File: config.mk
export PLATFORM = sky130hd
export DESIGN_NAME = quoted_whitespace_line_tokenizer_flat
export DESIGN_NICKNAME = d
export VERILOG_FILES = /design/src/rtl/qwt_pkg.sv /design/src/rtl/qwt_ifs.sv /design/src/rtl/qwt_front.sv /design/src/rtl/qwt_queue.sv /design/src/rtl/qwt_back.sv /design/src/rtl/quoted_whitespace_line_tokenizer.sv /design/src/flat_wrapper.sv
export SDC_FILE = /design/constraint.sdc
export NUM_CORES = 1
export LEC_CHECK = 0
export ABC_AREA = 1
export BUFFER_PORTS_ARGS = -buffer_cell sky130_fd_sc_hd__buf_4
export CAP_MARGIN = 10
export CORE_ASPECT_RATIO = 0.5
export CORE_UTILIZATION = 32
export DETAILED_ROUTE_END_ITERATION = 7
export PLACE_DENSITY = 0.56
export SKIP_CTS_REPAIR_TIMING = 1
export SLEW_MARGIN = 40
export SYNTH_ARGS = -nofsm -noshare
export SYNTH_HDL_FRONTEND = slang
export SYNTH_SLANG_ARGS = --single-unit
File: constraint.sdc
create_clock -name clk -period 15.5 [get_ports clk]
set_clock_uncertainty 0.05 [all_clocks]
set_input_delay 1.55 -clock clk [delete_from_list [all_inputs] [get_ports clk]]
set_output_delay 1.55 -clock clk [all_outputs]
set_load 0.02 [all_outputs]
File: src/rtl/qwt_pkg.sv
// ----------------------------------------------------------------------------
// Quoted whitespace line tokenizer package
// Shared result types, result kinds, error codes and character constants.
// ----------------------------------------------------------------------------
`timescale 1ns / 1ps
`default_nettype none

package qwt_pkg;

  localparam logic [1:0] KIND_TOKEN    = 2'd0;
  localparam logic [1:0] KIND_LINE_END = 2'd1;
  localparam logic [1:0] KIND_END      = 2'd2;
  localparam logic [1:0] KIND_ERROR    = 2'd3;

  localparam logic [1:0] ERR_INCOMPLETE = 2'd0;
  localparam logic [1:0] ERR_QUOTE      = 2'd1;
  localparam logic [1:0] ERR_LONG       = 2'd2;

  localparam logic [7:0] CH_SPACE     = 8'h20;
  localparam logic [7:0] CH_TAB       = 8'h09;
  localparam logic [7:0] CH_CR        = 8'h0D;
  localparam logic [7:0] CH_LF        = 8'h0A;
  localparam logic [7:0] CH_QUOTE     = 8'h22;
  localparam logic [7:0] CH_BACKSLASH = 8'h5C;

  localparam logic REG_MAX_LINE_BYTES = 1'b0;
  localparam logic [12:0] MAX_LINE_BYTES_RESET = 13'd4096;

  localparam int QDEPTH = 4;
  localparam int QPW    = $clog2(QDEPTH);

  typedef struct packed {
    logic [1:0]  kind;
    logic [11:0] token_start;
    logic [12:0] token_length;
    logic        quoted;
    logic [11:0] token_count;
    logic [31:0] line_number;
    logic [1:0]  error_code;
    logic        last;
  } res_t;

  typedef struct packed {
    logic two;
    res_t r0;
    res_t r1;
  } ent_t;

endpackage

`default_nettype wire

File: src/rtl/qwt_ifs.sv
// ----------------------------------------------------------------------------
// Quoted whitespace line tokenizer channels
// Valid/ready channel interfaces for input items and result items.
// ----------------------------------------------------------------------------
`timescale 1ns / 1ps
`default_nettype none

interface qwt_in_if;
  logic       valid;
  logic       ready;
  logic [7:0] data_byte;
  logic       end_of_input;

  modport source (output valid, output data_byte, output end_of_input, input ready);
  modport sink (input valid, input data_byte, input end_of_input, output ready);
endinterface

interface qwt_out_if;
  logic        valid;
  logic        ready;
  logic [1:0]  kind;
  logic [11:0] token_start;
  logic [12:0] token_length;
  logic        quoted;
  logic [11:0] token_count;
  logic [31:0] line_number;
  logic [1:0]  error_code;
  logic        last;

  modport source (output valid, output kind, output token_start, output token_length,
                  output quoted, output token_count, output line_number,
                  output error_code, output last, input ready);
  modport sink (input valid, input kind, input token_start, input token_length,
                input quoted, input token_count, input line_number,
                input error_code, input last, output ready);
endinterface

`default_nettype wire

File: src/rtl/qwt_front.sv
// ----------------------------------------------------------------------------
// Tokenizer front end
// Accepts one byte per cycle while the queue is not full, updates the scan state and packs the results.
// ----------------------------------------------------------------------------
`timescale 1ns / 1ps
`default_nettype none

module qwt_front #(
  parameter int MAX_LINE = 4096
) (
  input  wire logic          clk,
  input  wire logic          rst_n,
  input  wire logic [12:0]   max_line_bytes,
  qwt_in_if.sink             in_ch,
  input  wire logic          q_full,
  output logic               q_push,
  output qwt_pkg::ent_t      q_wdata
);
  import qwt_pkg::*;

  localparam int LW = $clog2(MAX_LINE + 1);
  localparam int CW = (LW > 13) ? LW : 13;

  typedef enum logic [5:0] {
    S_BETWEEN  = 6'b000001,
    S_UNQUOTED = 6'b000010,
    S_QUOTED   = 6'b000100,
    S_AFTER_CR = 6'b001000,
    S_ENDED    = 6'b010000,
    S_ERROR    = 6'b100000
  } mode_t;

  mode_t          mode_r, mode_nxt, cur;
  logic [1:0]     err_r, err_nxt;
  logic [LW-1:0]  col_r, col_nxt;
  logic [LW-1:0]  tb_r, tb_nxt;
  logic           bs_r, bs_nxt;
  logic [11:0]    tok_r, tok_nxt, tok_inc;
  logic [31:0]    line_r, line_nxt, line_inc;
  logic [CW-1:0]  cfg_w, lim, col_w;
  logic [7:0]     b;
  logic           eoi, eol, blank, skip, accept;
  logic [1:0]     nres;
  res_t           base, r0, r1, tok_rec;

  assign b       = in_ch.data_byte;
  assign eoi     = in_ch.end_of_input;
  assign eol     = (b == CH_CR) || (b == CH_LF);
  assign blank   = (b == CH_SPACE) || (b == CH_TAB);
  assign tok_inc = (tok_r == 12'hFFF) ? tok_r : tok_r + 12'd1;
  assign line_inc = (line_r == 32'hFFFF_FFFF) ? line_r : line_r + 32'd1;
  assign cfg_w   = CW'(max_line_bytes);
  assign col_w   = CW'(col_r);

  assign in_ch.ready = !q_full;
  assign accept      = in_ch.valid && !q_full;

  always_comb begin
    if (cfg_w == '0) begin
      lim = CW'(1);
    end else if (cfg_w > CW'(MAX_LINE)) begin
      lim = CW'(MAX_LINE);
    end else begin
      lim = cfg_w;
    end
  end

  always_comb begin
    base             = '0;
    base.line_number = line_r;
    tok_rec              = base;
    tok_rec.kind         = KIND_TOKEN;
    tok_rec.token_start  = 12'(tb_r);
    tok_rec.token_length = 13'(col_r - tb_r);
    tok_rec.token_count  = tok_r;
  end

  always_comb begin
    mode_nxt = mode_r;
    err_nxt  = err_r;
    col_nxt  = col_r;
    tb_nxt   = tb_r;
    bs_nxt   = bs_r;
    tok_nxt  = tok_r;
    line_nxt = line_r;
    r0       = base;
    r1       = base;
    nres     = 2'd0;
    cur      = mode_r;
    skip     = 1'b0;
    if (mode_r == S_ERROR) begin
      r0.kind       = KIND_ERROR;
      r0.error_code = err_r;
      nres          = 2'd1;
    end else if (mode_r == S_ENDED) begin
      if (eoi) begin
        r0.kind = KIND_END;
        nres    = 2'd1;
      end
    end else if (eoi) begin
      nres = 2'd1;
      if ((mode_r == S_BETWEEN || mode_r == S_AFTER_CR) && col_r == '0) begin
        mode_nxt = S_ENDED;
        r0.kind  = KIND_END;
      end else begin
        mode_nxt      = S_ERROR;
        err_nxt       = ERR_INCOMPLETE;
        r0.kind       = KIND_ERROR;
        r0.error_code = ERR_INCOMPLETE;
      end
    end else begin
      if (mode_r == S_AFTER_CR) begin
        cur      = S_BETWEEN;
        mode_nxt = S_BETWEEN;
        skip     = (b == CH_LF);
      end
      if (!skip) begin
        if (!eol && col_w >= lim) begin
          mode_nxt      = S_ERROR;
          err_nxt       = ERR_LONG;
          r0.kind       = KIND_ERROR;
          r0.error_code = ERR_LONG;
          nres          = 2'd1;
        end else begin
          case (cur)
            S_BETWEEN: begin
              if (eol) begin
                r0.kind        = KIND_LINE_END;
                r0.token_count = tok_r;
                nres           = 2'd1;
                line_nxt       = line_inc;
                tok_nxt        = '0;
                col_nxt        = '0;
                mode_nxt       = (b == CH_CR) ? S_AFTER_CR : S_BETWEEN;
              end else if (blank) begin
                col_nxt = col_r + LW'(1);
              end else if (b == CH_QUOTE) begin
                mode_nxt = S_QUOTED;
                tb_nxt   = col_r + LW'(1);
                bs_nxt   = 1'b0;
                col_nxt  = col_r + LW'(1);
              end else begin
                mode_nxt = S_UNQUOTED;
                tb_nxt   = col_r;
                col_nxt  = col_r + LW'(1);
              end
            end
            S_UNQUOTED: begin
              if (blank) begin
                r0       = tok_rec;
                nres     = 2'd1;
                tok_nxt  = tok_inc;
                mode_nxt = S_BETWEEN;
                col_nxt  = col_r + LW'(1);
              end else if (eol) begin
                r0             = tok_rec;
                r1.kind        = KIND_LINE_END;
                r1.token_count = tok_inc;
                nres           = 2'd2;
                line_nxt       = line_inc;
                tok_nxt        = '0;
                col_nxt        = '0;
                mode_nxt       = (b == CH_CR) ? S_AFTER_CR : S_BETWEEN;
              end else begin
                col_nxt = col_r + LW'(1);
              end
            end
            S_QUOTED: begin
              if (eol) begin
                mode_nxt      = S_ERROR;
                err_nxt       = ERR_QUOTE;
                r0.kind       = KIND_ERROR;
                r0.error_code = ERR_QUOTE;
                nres          = 2'd1;
              end else if (b == CH_QUOTE && !bs_r) begin
                r0        = tok_rec;
                r0.quoted = 1'b1;
                nres      = 2'd1;
                tok_nxt   = tok_inc;
                mode_nxt  = S_BETWEEN;
                col_nxt   = col_r + LW'(1);
              end else begin
                bs_nxt  = (b == CH_BACKSLASH);
                col_nxt = col_r + LW'(1);
              end
            end
            default: begin
            end
          endcase
        end
      end
    end
    r0.last = (nres == 2'd1);
    r1.last = 1'b1;
  end

  assign q_push     = accept && (nres != 2'd0);
  assign q_wdata.two = (nres == 2'd2);
  assign q_wdata.r0  = r0;
  assign q_wdata.r1  = r1;

  always_ff @(posedge clk) begin
    if (!rst_n) begin
      mode_r <= S_BETWEEN;
      err_r  <= ERR_INCOMPLETE;
      col_r  <= '0;
      tb_r   <= '0;
      bs_r   <= 1'b0;
      tok_r  <= '0;
      line_r <= 32'd1;
    end else if (accept) begin
      mode_r <= mode_nxt;
      err_r  <= err_nxt;
      col_r  <= col_nxt;
      tb_r   <= tb_nxt;
      bs_r   <= bs_nxt;
      tok_r  <= tok_nxt;
      line_r <= line_nxt;
    end
  end

endmodule

`default_nettype wire

File: src/rtl/qwt_queue.sv
// ----------------------------------------------------------------------------
// Tokenizer result queue
// Short first-in first-out queue of result pairs between front and back.
// ----------------------------------------------------------------------------
`timescale 1ns / 1ps
`default_nettype none

module qwt_queue (
  input  wire logic          clk,
  input  wire logic          rst_n,
  input  wire logic          push,
  input  wire qwt_pkg::ent_t wdata,
  input  wire logic          pop,
  output logic               full,
  output logic               empty,
  output qwt_pkg::ent_t      rdata
);
  import qwt_pkg::*;

  ent_t           mem [QDEPTH];
  logic [QPW-1:0] wp_r, rp_r;
  logic [QPW:0]   cnt_r;

  assign full  = (cnt_r == (QPW + 1)'(QDEPTH));
  assign empty = (cnt_r == '0);
  assign rdata = mem[rp_r];

  always_ff @(posedge clk) begin
    if (push) begin
      mem[wp_r] <= wdata;
    end
  end

  always_ff @(posedge clk) begin
    if (!rst_n) begin
      wp_r  <= '0;
      rp_r  <= '0;
      cnt_r <= '0;
    end else begin
      if (push) begin
        wp_r <= wp_r + QPW'(1);
      end
      if (pop) begin
        rp_r <= rp_r + QPW'(1);
      end
      if (push && !pop) begin
        cnt_r <= cnt_r + (QPW + 1)'(1);
      end else if (pop && !push) begin
        cnt_r <= cnt_r - (QPW + 1)'(1);
      end
    end
  end

endmodule

`default_nettype wire

File: src/rtl/qwt_back.sv
// ----------------------------------------------------------------------------
// Tokenizer back end
// Unpacks result pairs from the queue into a registered output channel.
// ----------------------------------------------------------------------------
`timescale 1ns / 1ps
`default_nettype none

module qwt_back (
  input  wire logic          clk,
  input  wire logic          rst_n,
  input  wire logic          q_empty,
  input  wire qwt_pkg::ent_t q_rdata,
  output logic               q_pop,
  qwt_out_if.source          out_ch
);
  import qwt_pkg::*;

  logic out_valid_r;
  logic pend_r;
  res_t out_r;
  res_t sec_r;
  logic load;

  assign load  = !out_valid_r || out_ch.ready;
  assign q_pop = load && !pend_r && !q_empty;

  always_ff @(posedge clk) begin
    if (!rst_n) begin
      out_valid_r <= 1'b0;
      pend_r      <= 1'b0;
    end else if (load) begin
      if (pend_r) begin
        out_valid_r <= 1'b1;
        pend_r      <= 1'b0;
      end else if (!q_empty) begin
        out_valid_r <= 1'b1;
        pend_r      <= q_rdata.two;
      end else begin
        out_valid_r <= 1'b0;
      end
    end
  end

  always_ff @(posedge clk) begin
    if (load) begin
      if (pend_r) begin
        out_r <= sec_r;
      end else begin
        out_r <= q_rdata.r0;
        sec_r <= q_rdata.r1;
      end
    end
  end

  assign out_ch.valid        = out_valid_r;
  assign out_ch.kind         = out_r.kind;
  assign out_ch.token_start  = out_r.token_start;
  assign out_ch.token_length = out_r.token_length;
  assign out_ch.quoted       = out_r.quoted;
  assign out_ch.token_count  = out_r.token_count;
  assign out_ch.line_number  = out_r.line_number;
  assign out_ch.error_code   = out_r.error_code;
  assign out_ch.last         = out_r.last;

endmodule

`default_nettype wire

File: src/rtl/quoted_whitespace_line_tokenizer.sv
// ----------------------------------------------------------------------------
// Quoted whitespace line tokenizer
// Splits a byte stream into space or tab separated tokens and quoted strings.
// ----------------------------------------------------------------------------
// The block takes one text byte per item on in_ch and returns token, line end,
// end of input and error items on out_ch, with up to two items per byte.
// The limit max_line_bytes is written over the APB port at address 0.
// Throughput is one byte per cycle while the queue is not full; the
// scanner updates its state in the cycle an item is accepted.  A byte that
// ends a token and a line at once gives two items, which leave out_ch in turn.
// The scanner writes an accepted byte's items into the four-entry queue at
// the accepting edge, and the first item moves into the output register
// once that register is free.
// in_ch stays ready until the queue is full, so a stalled receiver backs
// up the queue first and then holds the input side.
// Reset clears the scan state, sets the line number to one and the limit
// to 4096, and empties the queue and the output register.
// Errors are sticky: every later item returns the same error until reset.
// ----------------------------------------------------------------------------
`timescale 1ns / 1ps
`default_nettype none

module quoted_whitespace_line_tokenizer #(
  parameter int MAX_LINE = 4096
) (
  input  wire logic        clk,
  input  wire logic        rst_n,
  qwt_in_if.sink           in_ch,
  qwt_out_if.source        out_ch,
  input  wire logic        psel,
  input  wire logic        penable,
  input  wire logic        pwrite,
  input  wire logic [2:0]  paddr,
  input  wire logic [31:0] pwdata,
  output logic [31:0]      prdata,
  output logic             pready
);
  import qwt_pkg::*;

  logic [12:0] max_line_r;
  logic        q_push, q_pop, q_full, q_empty;
  ent_t        q_wdata, q_rdata;

  assign pready = 1'b1;
  assign prdata = (paddr[2] == REG_MAX_LINE_BYTES) ? 32'(max_line_r) : 32'd0;

  always_ff @(posedge clk) begin
    if (!rst_n) begin
      max_line_r <= MAX_LINE_BYTES_RESET;
    end else if (psel && penable && pwrite && paddr[2] == REG_MAX_LINE_BYTES) begin
      max_line_r <= pwdata[12:0];
    end
  end

  qwt_front #(
    .MAX_LINE(MAX_LINE)
  ) u_front (
    .clk            (clk),
    .rst_n          (rst_n),
    .max_line_bytes (max_line_r),
    .in_ch          (in_ch),
    .q_full         (q_full),
    .q_push         (q_push),
    .q_wdata        (q_wdata)
  );

  qwt_queue u_queue (
    .clk   (clk),
    .rst_n (rst_n),
    .push  (q_push),
    .wdata (q_wdata),
    .pop   (q_pop),
    .full  (q_full),
    .empty (q_empty),
    .rdata (q_rdata)
  );

  qwt_back u_back (
    .clk     (clk),
    .rst_n   (rst_n),
    .q_empty (q_empty),
    .q_rdata (q_rdata),
    .q_pop   (q_pop),
    .out_ch  (out_ch)
  );

endmodule

`default_nettype wire

File: src/flat_wrapper.sv
// flat-port wrapper written by rule: the top's interface ports become plain ports
module quoted_whitespace_line_tokenizer_flat import qwt_pkg::*;
#(
  parameter int MAX_LINE = 4096
)
  (clk, rst_n, psel, penable, pwrite, paddr, pwdata, prdata, pready, in_ch_valid, in_ch_data_byte, in_ch_end_of_input, in_ch_ready, out_ch_valid, out_ch_kind, out_ch_token_start, out_ch_token_length, out_ch_quoted, out_ch_token_count, out_ch_line_number, out_ch_error_code, out_ch_last, out_ch_ready);
  qwt_in_if in_ch_i ();
  qwt_out_if out_ch_i ();
  input  wire logic clk;
  input  wire logic rst_n;
  input  wire logic psel;
  input  wire logic penable;
  input  wire logic pwrite;
  input  wire logic [2:0] paddr;
  input  wire logic [31:0] pwdata;
  output logic [31:0] prdata;
  output logic pready;
  input wire logic [$bits(in_ch_i.valid)-1:0] in_ch_valid;
  input wire logic [$bits(in_ch_i.data_byte)-1:0] in_ch_data_byte;
  input wire logic [$bits(in_ch_i.end_of_input)-1:0] in_ch_end_of_input;
  output wire logic [$bits(in_ch_i.ready)-1:0] in_ch_ready;
  output wire logic [$bits(out_ch_i.valid)-1:0] out_ch_valid;
  output wire logic [$bits(out_ch_i.kind)-1:0] out_ch_kind;
  output wire logic [$bits(out_ch_i.token_start)-1:0] out_ch_token_start;
  output wire logic [$bits(out_ch_i.token_length)-1:0] out_ch_token_length;
  output wire logic [$bits(out_ch_i.quoted)-1:0] out_ch_quoted;
  output wire logic [$bits(out_ch_i.token_count)-1:0] out_ch_token_count;
  output wire logic [$bits(out_ch_i.line_number)-1:0] out_ch_line_number;
  output wire logic [$bits(out_ch_i.error_code)-1:0] out_ch_error_code;
  output wire logic [$bits(out_ch_i.last)-1:0] out_ch_last;
  input wire logic [$bits(out_ch_i.ready)-1:0] out_ch_ready;
  assign in_ch_i.valid = in_ch_valid;
  assign in_ch_i.data_byte = in_ch_data_byte;
  assign in_ch_i.end_of_input = in_ch_end_of_input;
  assign in_ch_ready = in_ch_i.ready;
  assign out_ch_valid = out_ch_i.valid;
  assign out_ch_kind = out_ch_i.kind;
  assign out_ch_token_start = out_ch_i.token_start;
  assign out_ch_token_length = out_ch_i.token_length;
  assign out_ch_quoted = out_ch_i.quoted;
  assign out_ch_token_count = out_ch_i.token_count;
  assign out_ch_line_number = out_ch_i.line_number;
  assign out_ch_error_code = out_ch_i.error_code;
  assign out_ch_last = out_ch_i.last;
  assign out_ch_i.ready = out_ch_ready;
  quoted_whitespace_line_tokenizer #(.MAX_LINE(MAX_LINE)) u_core (.clk(clk), .rst_n(rst_n), .in_ch(in_ch_i), .out_ch(out_ch_i), .psel(psel), .penable(penable), .pwrite(pwrite), .paddr(paddr), .pwdata(pwdata), .prdata(prdata), .pready(pready));
endmodule
==> key figures, run 1 <==
Finish
  – Net count, final: between 2k and 3k
  – Antenna Cells: 0
  – Seq. cell area: around 16000 sq um
  – Multi-input gate area: 7880 sq um
  – Share of layout cells above drive strength 1: 12.6%
  – Most frequent cells in the layout: 476 x edfxtp_1, 425 x nor2_1, 374 x nand2_1, 242 x o21ai_0, 167 x inv_1
  – Most common cell after layout, fill and taps aside: edfxtp_1
  – Layout area overhead: 15.2%
  – Fillers: around 7.7k

Die
  – Initial Utilization: 32.6%
  – Row cnt: 72
  – Die area: 80700 sq um
  – Die height: 201 um
  – I/O Pins: 161
  – Core area: a little under 80000 sq um
  – Die width: 401 um

Routing
  – Initial drt markers: ~1.2k
  – Vias post-DR: 17.5k
  – Residual DRC count: 0
  – WL final: 60700 um
  – Vias/cell: 4.81
  – Drt wl/cell: 16.7 um
  – Post-DRT Antenna Nets: 0
  – Initial DRT Pass Iterations: 5

Global route
  – Antenna violations before repair: 1
  – Vias in the first global route: 16.7k
  – Total gr overflow: 0
  – Largest net degree at the start of global routing: between 90 and 100
  – Total GRT Usage: 14.9%
  – First-pass GRT wire length: roughly 95000 um

Placement
  – Pre-CTS WS: 10.24 ns
  – GPL Wtd Cong: 0.899
  – Port buffer count: 119
  – Hpwl dp: ~38000 um

Setup path
  – Crit Path Class: primary input to flop
  – CP Capture Type: flop
  – Top Family by Delay on Critical Path: simple AND/OR/NAND/NOR gates
  – CP cell instances: buf_4, inv_1, nand2_1, nor2_4, nand2_2, nand2_4, inv_2, nor2_1, nand2_1, nand3_2, nand2_2, nor2_4, buf_6
  – CP max stage cell: buf_6
  – Startpoint types: primary input
  – Crit path largest cell delay: 0.58 ns
  – CP Data Arrival Time: 4.76 ns
  – CP required: between 15 and 20 ns
  – Buffers & Inverters on Critical Path: 4
  – CP Max Fanout: 56

Clock network
  – CTS buffer count: 55
  – Clock Path Buffers: 3
  – CTS H-tree lvls: 2
  – CTS root buf: clkbuf_16
  – # clock sinks: 579
  – Skew-Pair Late Insertion Delay: 0.64 ns
  – Clk slew on worst S/H paths: ~0.060 ns
  – CTS tree: built

Outcome
  – Status: completed

Timing
  – Final hold violations: 0
  – Max frequency: 219 MHz
  – Setup violators final: 0
  – Setup_tns: 0 ns
  – Slew HR: 43.1%
  – Slew @ Worst Pin: 0.848 ns
  – Fin crit share: 29.5%
  – Fin. max-slew vios: 0
  – Final worst path period need: around 4.6 ns
  – Min Hold Slack: 0.416 ns
  – Final worst-path setup slack: approximately 11 ns
  – RSZ-0062 raised after global routing: no

Synth
  – Simple-Gate Fraction of Synth Area: between 10% and 20%
  – Post-synthesis adder-cell area fraction: 1.83%
  – Cell count after synthesis: between 2k and 2.5k
  – Syn Area/Cell: 10.3 sq um
  – Synth Area in Compound Gates: about a tenth
  – Largest family of logic cells by synthesized area: simple AND/OR/NAND/NOR gates
  – Post-synthesis xor/xnor area fraction: 1.41%
  – Synth Warn #: 0
  – Sequential cell area fraction in the yosys report: 64.3%
  – Post-Syn Area: 25400 sq um
  – Distinct cell type count after synthesis: 46
  – Multiplexer area fraction after synthesis: 0%
  – Yosys reg bits: 579

Pwr
  – Power, Total: 5.11 mW
  – Maximum vdd drop: approximately 160 uV
  – Leak: roughly 11 nW
  – Power Dens Cells: between 150 and 200 nW/um^2

Min path
  – Hold WC Path Type: flop to flop

Job
  – Max cap viols: 0
-- layer usage --
| layer | track usage (%) | up-vias | wire length, um |
|---|---|---|---|
| li1 | - | 8660 | - |
| met1 | 21.1 | 8429 | 29300 |
| met2 | 23.7 | 352 | 27600 |
| met3 | 2.07 | 84 | 2530 |
| met4 | 4.13 | 0 | 1340 |
| met5 | 0 | - | 0 |
-- power breakdown --
group | switching [mW] | internal [mW]
logic | 1.01 | 0.474
registers | 0.115 | 2.06
clock network | 0.607 | 0.844
total | 1.73 | 3.38
-- layout make-up --
class                   instances  area share, %
flip-flops and latches        579           55.8
well taps                    1036           4.42
clock buffers                  71           5.14
repair buffers                140           3.75
clock inverters                32           1.57
inverters                     186           2.40
multi-input cells            1597           26.9
-- worst min-delay path: cells and delay by family (launching register included) --
family,cells,cell delay [ns]
flip-flops,1,0.30
buffers and inverters,1,0.06
AO/OA/AOI/OAI,1,0.06
-- registers in the layout (all words and copies together), names as in the netlist, 3 cells and up, named ones only --
name and count:
u_core.u_front.col_r 13, u_core.u_queue.cnt_r 3, u_core.u_back.out_ch.token_start 12, u_core.u_back.out_ch.line_number 32, u_core.u_back.out_ch.token_length 13, u_core.u_back.sec_r 45
u_core.u_front.line_r 32, u_core.u_front.tb_r 13, u_core.max_line_r 13, u_core.u_back.out_ch.token_count 12, u_core.u_queue.mem 356, u_core.u_front.mode_r 6
u_core.u_front.tok_r 12
-- stage by stage --
step | instances | utilization [%] | area [sq um]
after detailed placement | 3537 | 35.0 | 27300
after CTS | 3640 | 37.5 | 29300
after global placement | 3536 | 34.9 | 27200
final | 3641 | 37.6 | 29300
after global routing | 3641 | 37.6 | 29300
after floorplan | 2492 | - | 25500
-- Yosys cell counts (all sizes together) --
cell type | instances | area, sq um
edfxtp | 476 | 14300
nor2 | 471 | 1900
nand2 | 389 | 1520
o21ai | 254 | 1270
inv | 184 | 691
a21oi | 127 | 636
dfxtp | 103 | 2060
clkbuf | 81 | 304
nand3 | 76 | 408
buf | 49 | 343
o22ai | 47 | 294
nor3 | 43 | 240
ha | 34 | 425
nand4 | 31 | 209
xor2 | 31 | 272
a31oi | 20 | 125
o211ai | 13 | 97.6
nor4 | 12 | 75.1
xnor2 | 10 | 87.6
o2111ai | 3 | 26.3
clkinv | 2 | 7.51
conb | 2 | 7.51
fa | 2 | 40.0
nor3b | 2 | 15.0
o21a | 2 | 15.0
o21bai | 2 | 15.0
o221ai | 2 | 17.5
a211oi | 1 | 7.51
a21o | 1 | 7.51
a31o | 1 | 8.76
and3 | 1 | 6.26
o31ai | 1 | 7.51
or2 | 1 | 6.26
-- cells by family after synthesis --
kind of cell | Yosys count
compound gates | 474
xor+xnor | 41
fa+ha+maj | 36
buf+inv | 316
flops | 579
other cells | 2
simple gates | 1026
-- worst paths after layout --
path	slack, ns	startpoint	to	cells past startpoint
worst max-delay path	10.93	in_ch_data_byte[4]	u_core.u_queue.mem[3][121]$_DFFE_PP_	13
worst min-delay path	0.42	u_core.u_front.err_r[0]$_SDFFE_PN0P_	u_core.u_front.err_r[0]$_SDFFE_PN0P_	2
worst max register to register	11.29	u_core.max_line_r[8]$_SDFFE_PN0P_	u_core.u_queue.mem[3][121]$_DFFE_PP_	18
worst min register to register	0.42	u_core.u_front.err_r[0]$_SDFFE_PN0P_	u_core.u_front.err_r[0]$_SDFFE_PN0P_	2
Power figures use the tool's default switching activity.
==> inputs of run 2 (changes only) <==
- clock period: 15.5 -> 4.8 ns (I/O delays scaled with it)
==> run 2 against run 1 <==
  * Clock power grew to 2.9 times the previous value
  * Largest power group unchanged
  * Combinational power grew to 3.3 times the previous value
  * Global-route usage up 0.13 points
  * Via count increased by 0.45%
  * Design area down 0.50%
  * Largest cell class unchanged
  * Setup slack worse by 10 ns
  * Non-clock buffer count rose by 11
  * First-iteration DRC count up 7.8%
  * Register-to-register slack got worse by 11 ns
  * Critical path type is now flop to flop
  * Core utilization decreased by 0.19 points
  * Hold slack got worse by 0.38 ns
==> key figures, run 2 (same netlist as run 1, synthesis figures left out) <==
Outcome
  – Status: completed

Finish
  – Top reg by flops: u_core.u_queue.mem
  – Seq. cell area: around 16000 sq um
  – Biggest regs: u_core.u_queue.mem: 356 flops, u_core.u_back.sec_r: 45 flops
  – Antenna Cells: 0
  – Most common cell after layout, fill and taps aside: edfxtp_1
  – Fillers: 7625
  – Layout area overhead: 14.6%
  – Net count, final: 2656
  – Final Util: 37.4%
  – Share of layout cells above drive strength 1: 12.4%
  – Most frequent cells in the layout: 476 x edfxtp_1, 425 x nor2_1, 374 x nand2_1, 242 x o21ai_0, 167 x inv_1
  – Max reg flops: ~360
  – Multi-input gate area: ~8000 sq um

Routing
  – Drt wl/cell: 16.8 um
  – WL final: 61300 um
  – Initial drt markers: between 1k and 1.5k
  – Vias post-DR: 17.6k
  – Vias/cell: 4.82
  – Residual DRC count: 0
  – Post-DRT Antenna Nets: 0
  – Initial DRT Pass Iterations: 5

Clock network
  – CTS buffer count: 54
  – Clock Path Buffers: 3
  – Skew-Pair Late Insertion Delay: 0.62 ns
  – CTS tree: built
  – CTS root buf: clkbuf_16
  – Clk slew on worst S/H paths: approximately 0.060 ns
  – CTS H-tree lvls: 2
  – # clock sinks: 579

Global route
  – Largest net degree at the start of global routing: 87
  – Total GRT Usage: 15.0%
  – Antenna violations before repair: 0
  – Total gr overflow: 0
  – First-pass GRT wire length: 95900 um
  – Vias in the first global route: 17.1k

Placement
  – Pre-CTS WS: ~0.70 ns
  – Port buffer count: about 120
  – GPL Wtd Cong: 0.898
  – Hpwl dp: between 30000 and 40000 um

Setup path
  – CP cell instances: nor4_1, a21oi_1, inv_1, nand2_1, ha_1, nand2_1, nor2_1, inv_1, nor2_1, nand2_1, nand3_1, nand2_4, nand3_1, nand2_1, nand3_2, nand2_2, inv_1, ha_1, inv_1, fa_1, a21oi_1, o21ai_0, o21ai_0, a21oi_1
  – Startpoint types: flop
  – CP max stage cell: fa_1
  – Crit Path Class: flop to flop
  – CP required: roughly 5.2 ns
  – CP Data Arrival Time: ~4.6 ns
  – Crit path largest cell delay: between 0.4 and 0.5 ns
  – Top Family by Delay on Critical Path: simple AND/OR/NAND/NOR gates
  – CP Max Fanout: 11
  – Buffers & Inverters on Critical Path: 4
  – CP Capture Type: flop

Timing
  – Final worst path period need: roughly 4.1 ns
  – Max frequency: roughly 240 MHz
  – Setup_tns: 0 ns
  – Slew @ Worst Pin: 0.856 ns
  – Fin crit share: 86.1%
  – Setup violators final: 0
  – Final hold violations: 0
  – Min Hold Slack: approximately 0.033 ns
  – Final worst-path setup slack: 0.669 ns
  – Slew HR: 42.5%
  – RSZ-0062 raised after global routing: no
  – Fin. max-slew vios: 0

Pwr
  – Leak: 11.0 nW
  – Power Dens Cells: approximately 550 nW/um^2
  – Power, Total: 16.0 mW
  – Maximum vdd drop: approximately 350 uV

Die
  – Die area: 80700 sq um
  – Row cnt: 72
  – I/O Pins: 161
  – Initial Utilization: 32.6%
  – Die width: 401 um
  – Core area: 78000 sq um
  – Die height: 201 um

Min path
  – Hold WC Path Type: primary input to flop

Job
  – Max cap viols: 0
run 2: cell count changes in the layout (fill, tap and decap cells not counted), sizes merged:
cell and change:
buf +11, bufinv -7, clkinvlp +6, clkinv -2, clkbuf +1
run 2: path summary, 6_finish.rpt:
path / depth (start not counted) / slack [ns] / to / startpoint
min: 3 / 0.03 / u_core.max_line_r[12]$_SDFFE_PN1P_ / pwdata[12]
min reg2reg: 2 / 0.41 / u_core.u_front.err_r[0]$_SDFFE_PN0P_ / u_core.u_front.err_r[0]$_SDFFE_PN0P_
max reg2reg: 24 / 0.67 / u_core.u_queue.cnt_r[2]$_SDFFE_PN0P_ / u_core.max_line_r[8]$_SDFFE_PN0P_
max: 24 / 0.67 / u_core.u_queue.cnt_r[2]$_SDFFE_PN0P_ / u_core.max_line_r[8]$_SDFFE_PN0P_
run 2: metrics by stage:
step / instance area, sq um / instances
detailed placement: 27400 / 3549
CTS: 29100 / 3650
global placement: 27400 / 3546
global route: 29200 / 3650
floorplan: 25500 / 2492
finish: 29200 / 3650
run 2: power by group:
| group | leakage [nW] | switching, mW | internal, mW |
|---|---|---|---|
| combinational | 4.41 | 3.35 | 1.57 |
| clock | 0.806 | 1.91 | 2.24 |
| sequential | 5.76 | 0.323 | 6.65 |
| total | 11.0 | 5.58 | 10.5 |
run 2: tightest hold or removal path, delay by kind of cell:
family / cells / cell delay, ns
simple gates: 1 / 0.04
buf+inv: 1 / 0.08
compound gates: 1 / 0.06
run 2: per-layer routing:
layer  vias up  share of wire [%]  GRT usage, %
met2       390                 46          24.2
met4         0                2.5          4.71
met3        94                4.2          1.95
met1      8443                 48          21.0
li1       8677                  -             -
met5         -                  0             0
run 2: area by class of cell:
| type | count | area share [%] |
|---|---|---|
| Sequential cell | 579 | 56.1 |
| Multi-Input combinational cell | 1597 | 27.0 |
| Clock buffer | 72 | 4.94 |
| Tap cell | 1036 | 4.45 |
| Timing Repair Buffer | 151 | 4.20 |
| Inverter | 186 | 2.43 |
| Clock inverter | 29 | 0.880 |
==> inputs of run 3 (changes only) <==
- ABC_AREA: 1 -> not set
- CORE_UTILIZATION: 32 -> 45
- PLACE_DENSITY: 0.56 -> 0.71
==> run 3 against run 2 <==
  * Critical path depth fell by 8
  * Register-to-register slack got worse by 0.09 ns
  * Power decreased by 16%
  * Setup slack got worse by 0.085 ns
  * Routed wire length shrank 25%
  * Hold slack better by 0.072 ns
  * Final cell count is 33% lower
  * Critical path type unchanged
  * Largest cell class unchanged
==> key figures, run 3 <==
Global route
  – Vias in the first global route: 13.2k
  – Total gr overflow: 0
  – First-pass GRT wire length: between 70000 and 80000 um
  – Total GRT Usage: 16.7%
  – Antenna violations before repair: 0
  – Largest net degree at the start of global routing: between 40 and 50

Setup path
  – CP Max Fanout: 14
  – Worst flop-to-flop path startpoint: u_core.max_line_r[12]$_SDFFE_PN1P_
  – Reg2reg path depth: 16
  – CP Capture Type: flop
  – CP Data Arrival Time: 4.67 ns
  – Slack of the worst reg-to-reg path: 0.58 ns
  – Crit Path Class: flop to flop
  – Worst R2R End: u_core.u_queue.cnt_r[2]$_SDFFE_PN0P_
  – CP required: 5.26 ns
  – Startpoint types: flop

Pwr
  – Sequential share of power: between 40% and 50%
  – Sw Pwr: 3.69 mW
  – Power Dens Cells: 493 nW/um^2
  – Switch share: 27.3%
  – Clock power share: 28.2%
  – Combinational share of power: 22.5%
  – Leak: ~9.4 nW
  – Power, Total: 13.5 mW
  – Int Pwr: 9.82 mW
  – Maximum vdd drop: 289 uV

Min path
  – Hold endpoint: u_core.max_line_r[0]$_SDFFE_PN0P_
  – Hold WC Path Type: primary input to flop
  – HP Start: pwdata[0]
  – Hold-critical path depth: 3

Finish
  – Most common cell after layout, fill and taps aside: edfxtp_1
  – Seq. cell area: 16400 sq um
  – Fillers: ~4.3k
  – Layout area overhead: 13.6%
  – Net count, final: between 1.5k and 2k
  – Antenna Cells: 0
  – Top reg by flops: u_core.u_queue.mem
  – Biggest regs: u_core.u_queue.mem: 356 flops, u_core.u_back.sec_r: 45 flops
  – Max reg flops: about 360
  – Most frequent cells in the layout: 476 x edfxtp_1, 137 x buf_4, 129 x nor2_1, 120 x nand2_1, 100 x dfxtp_1
  – Multi-input gate area: 7320 sq um
  – Share of layout cells above drive strength 1: 22.6%
  – Final Util: 52.2%

Synth
  – Yosys reg bits: 579
  – Ys async rst share: 0%
  – Syn Area/Cell: 15.1 sq um
  – Synth Warn #: 0
  – Dominant synthesized flop cell: edfxtp_1
  – Synth top area share: 59.2%
  – Most frequent cells after synthesis: 476 x edfxtp_1, 130 x nor2_1, 120 x nand2_1
  – Leading cell type by number of instances after synthesis: edfxtp_1
  – Post-Syn Area: 24100 sq um
  – Largest area contributor in the netlist: edfxtp_1
  – Synth top area cells: edfxtp_1 59%, dfxtp_1 8.5%, mux4_2 8.3%
  – Distinct cell type count after synthesis: 74
  – EDFF count, synth: 476
  – Cell count after synthesis: about 1.6k
  – Sequential cell area fraction in the yosys report: 67.8%

Timing
  – Max frequency: 237 MHz
  – Min Hold Slack: 0.104 ns
  – RSZ-0062 raised after global routing: no
  – Setup_tns: 0 ns
  – Slew @ Worst Pin: 0.773 ns
  – Final worst-path setup slack: between 0.5 and 0.6 ns
  – Fin. max-slew vios: 0
  – Fin crit share: roughly 88%
  – Final worst path period need: 4.22 ns
  – Slew HR: approximately half
  – Setup violators final: 0
  – Final hold violations: 0

Placement
  – Hpwl dp: 29100 um
  – GPL Wtd Cong: 0.868
  – Port buffer count: 119
  – Pre-CTS WS: approximately 0.57 ns

Routing
  – Drt wl/cell: between 15 and 20 um
  – Residual DRC count: 0
  – Met2 wire len: between 20000 and 25000 um
  – Routed length on met3: approximately 2100 um
  – Post-DRT Antenna Nets: 0
  – Vias post-DR: 13.3k
  – WL final: around 46000 um
  – Vias/cell: 5.41
  – Wire length on met1: 20300 um
  – Initial DRT Pass Iterations: 5
  – Initial drt markers: 1010
  – Highest routed layer: met4

Clock network
  – CTS H-tree lvls: 2
  – CTS tree: built
  – # clock sinks: 579
  – CTS buffer count: 50
  – Clk slew on worst S/H paths: 0.06 ns
  – Clock Path Buffers: 3
  – CTS root buf: clkbuf_16
  – Skew-Pair Late Insertion Delay: approximately 0.58 ns

Die
  – Core area: 52500 sq um
  – Die width: roughly 330 um
  – I/O Pins: 161
  – Die area: 54600 sq um
  – Row cnt: 59
  – Die height: roughly 170 um
  – Initial Utilization: 46.0%

Job
  – Max cap viols: 0

Outcome
  – Status: completed
-- run 3: cell count changes in the layout (fill, tap and decap cells not counted), moves of 45 or more --
cell     delta
mux4_2     +89
a21oi_1    -61
o21ai_0   -208
nor2b_1    +47
nand2_1   -254
o22ai_1    -45
nor2_1    -296
inv_1     -134
mux2_2     +47
-- run 3: cell type report --
cell class	count	area share (%)
timing repair buffer	146	4.41
clock buffer	75	4.94
multi-input combinational	911	26.7
clock inverter	15	0.580
tap	701	3.20
inverter	35	0.484
sequential	579	59.7
-- run 3: layer usage --
| layer | track usage [%] | vias to the layer above |
|---|---|---|
| li1 | - | 6250 |
| met1 | 23.2 | 6689 |
| met2 | 28.1 | 316 |
| met3 | 2.56 | 55 |
| met4 | 3.58 | 0 |
| met5 | 0 | - |
-- run 3: logic make-up after synthesis --
| family | Yosys count | synth area share [%] |
|---|---|---|
| and+or+nand+nor | 489 | 10.5 |
| AOI/OAI and AO/OA | 166 | 4.46 |
| other | 2 | 0.0311 |
| buffers and inverters | 122 | 2.42 |
| xor gates and xnor gates | 55 | 2.00 |
| DFF | 579 | 67.8 |
| muxes | 145 | 10.9 |
| adders and majority gates | 36 | 1.93 |
-- run 3: per-stage QoR --
step                area, sq um  cells
finish                    27400   2462
detailed placement        25900   2372
floorplan                 24200   1612
global route              27400   2462
CTS                       27400   2462
global placement          25900   2371
-- run 3: worst max path at each step --
| stage | start | endpoint | slack (ns) | cells after the start |
|---|---|---|---|---|
| 3_3_place_gp | u_core.max_line_r[12]$_SDFFE_PN1P_ | u_core.u_queue.cnt_r[2]$_SDFFE_PN0P_ | 0.72 | 16 |
| 4_1_cts | u_core.max_line_r[12]$_SDFFE_PN1P_ | u_core.u_queue.cnt_r[2]$_SDFFE_PN0P_ | 0.54 | 16 |
| 6_report | u_core.max_line_r[12]$_SDFFE_PN1P_ | u_core.u_queue.cnt_r[2]$_SDFFE_PN0P_ | 0.58 | 16 |
| 5_1_grt | u_core.max_line_r[12]$_SDFFE_PN1P_ | u_core.u_queue.cnt_r[2]$_SDFFE_PN0P_ | 0.25 | 16 |
| 3_5_place_dp | u_core.max_line_r[12]$_SDFFE_PN1P_ | u_core.u_queue.cnt_r[2]$_SDFFE_PN0P_ | 0.57 | 16 |
| 2_1_floorplan | u_core.max_line_r[12]$_SDFFE_PN1P_ | u_core.u_queue.mem[0][100]$_DFFE_PP_ | 0.76 | 12 |
-- run 3: power groups by stage --
| stage | Sequential [mW] | Combinational, mW | Clock, mW |
|---|---|---|---|
| finish | 6.66 | 3.04 | 3.81 |
| CTS | 6.67 | 3.11 | 3.89 |
| floorplan | 7.08 | 1.68 | 0 |
| detailed placement | 6.78 | 3.09 | 0 |
| global route | 6.74 | 3.26 | 4.09 |
| global placement | 6.80 | 3.00 | 0 |
-- run 3: critical path: stages (launching register included) --
cell and delay, ns:
dfxtp_1 0.32, inv_1 0.31, nand2_1 0.11, ha_1 0.32, a21oi_1 0.07, o21ai_1 0.31, a2111oi_2 0.11, a21oi_4 0.38
o211a_1 0.22, o22ai_1 0.11, a31oi_2 0.44, ha_1 0.27, inv_1 0.07, fa_1 0.43, xor2_1 0.17, or3_1 0.32
a21oi_1 0.15
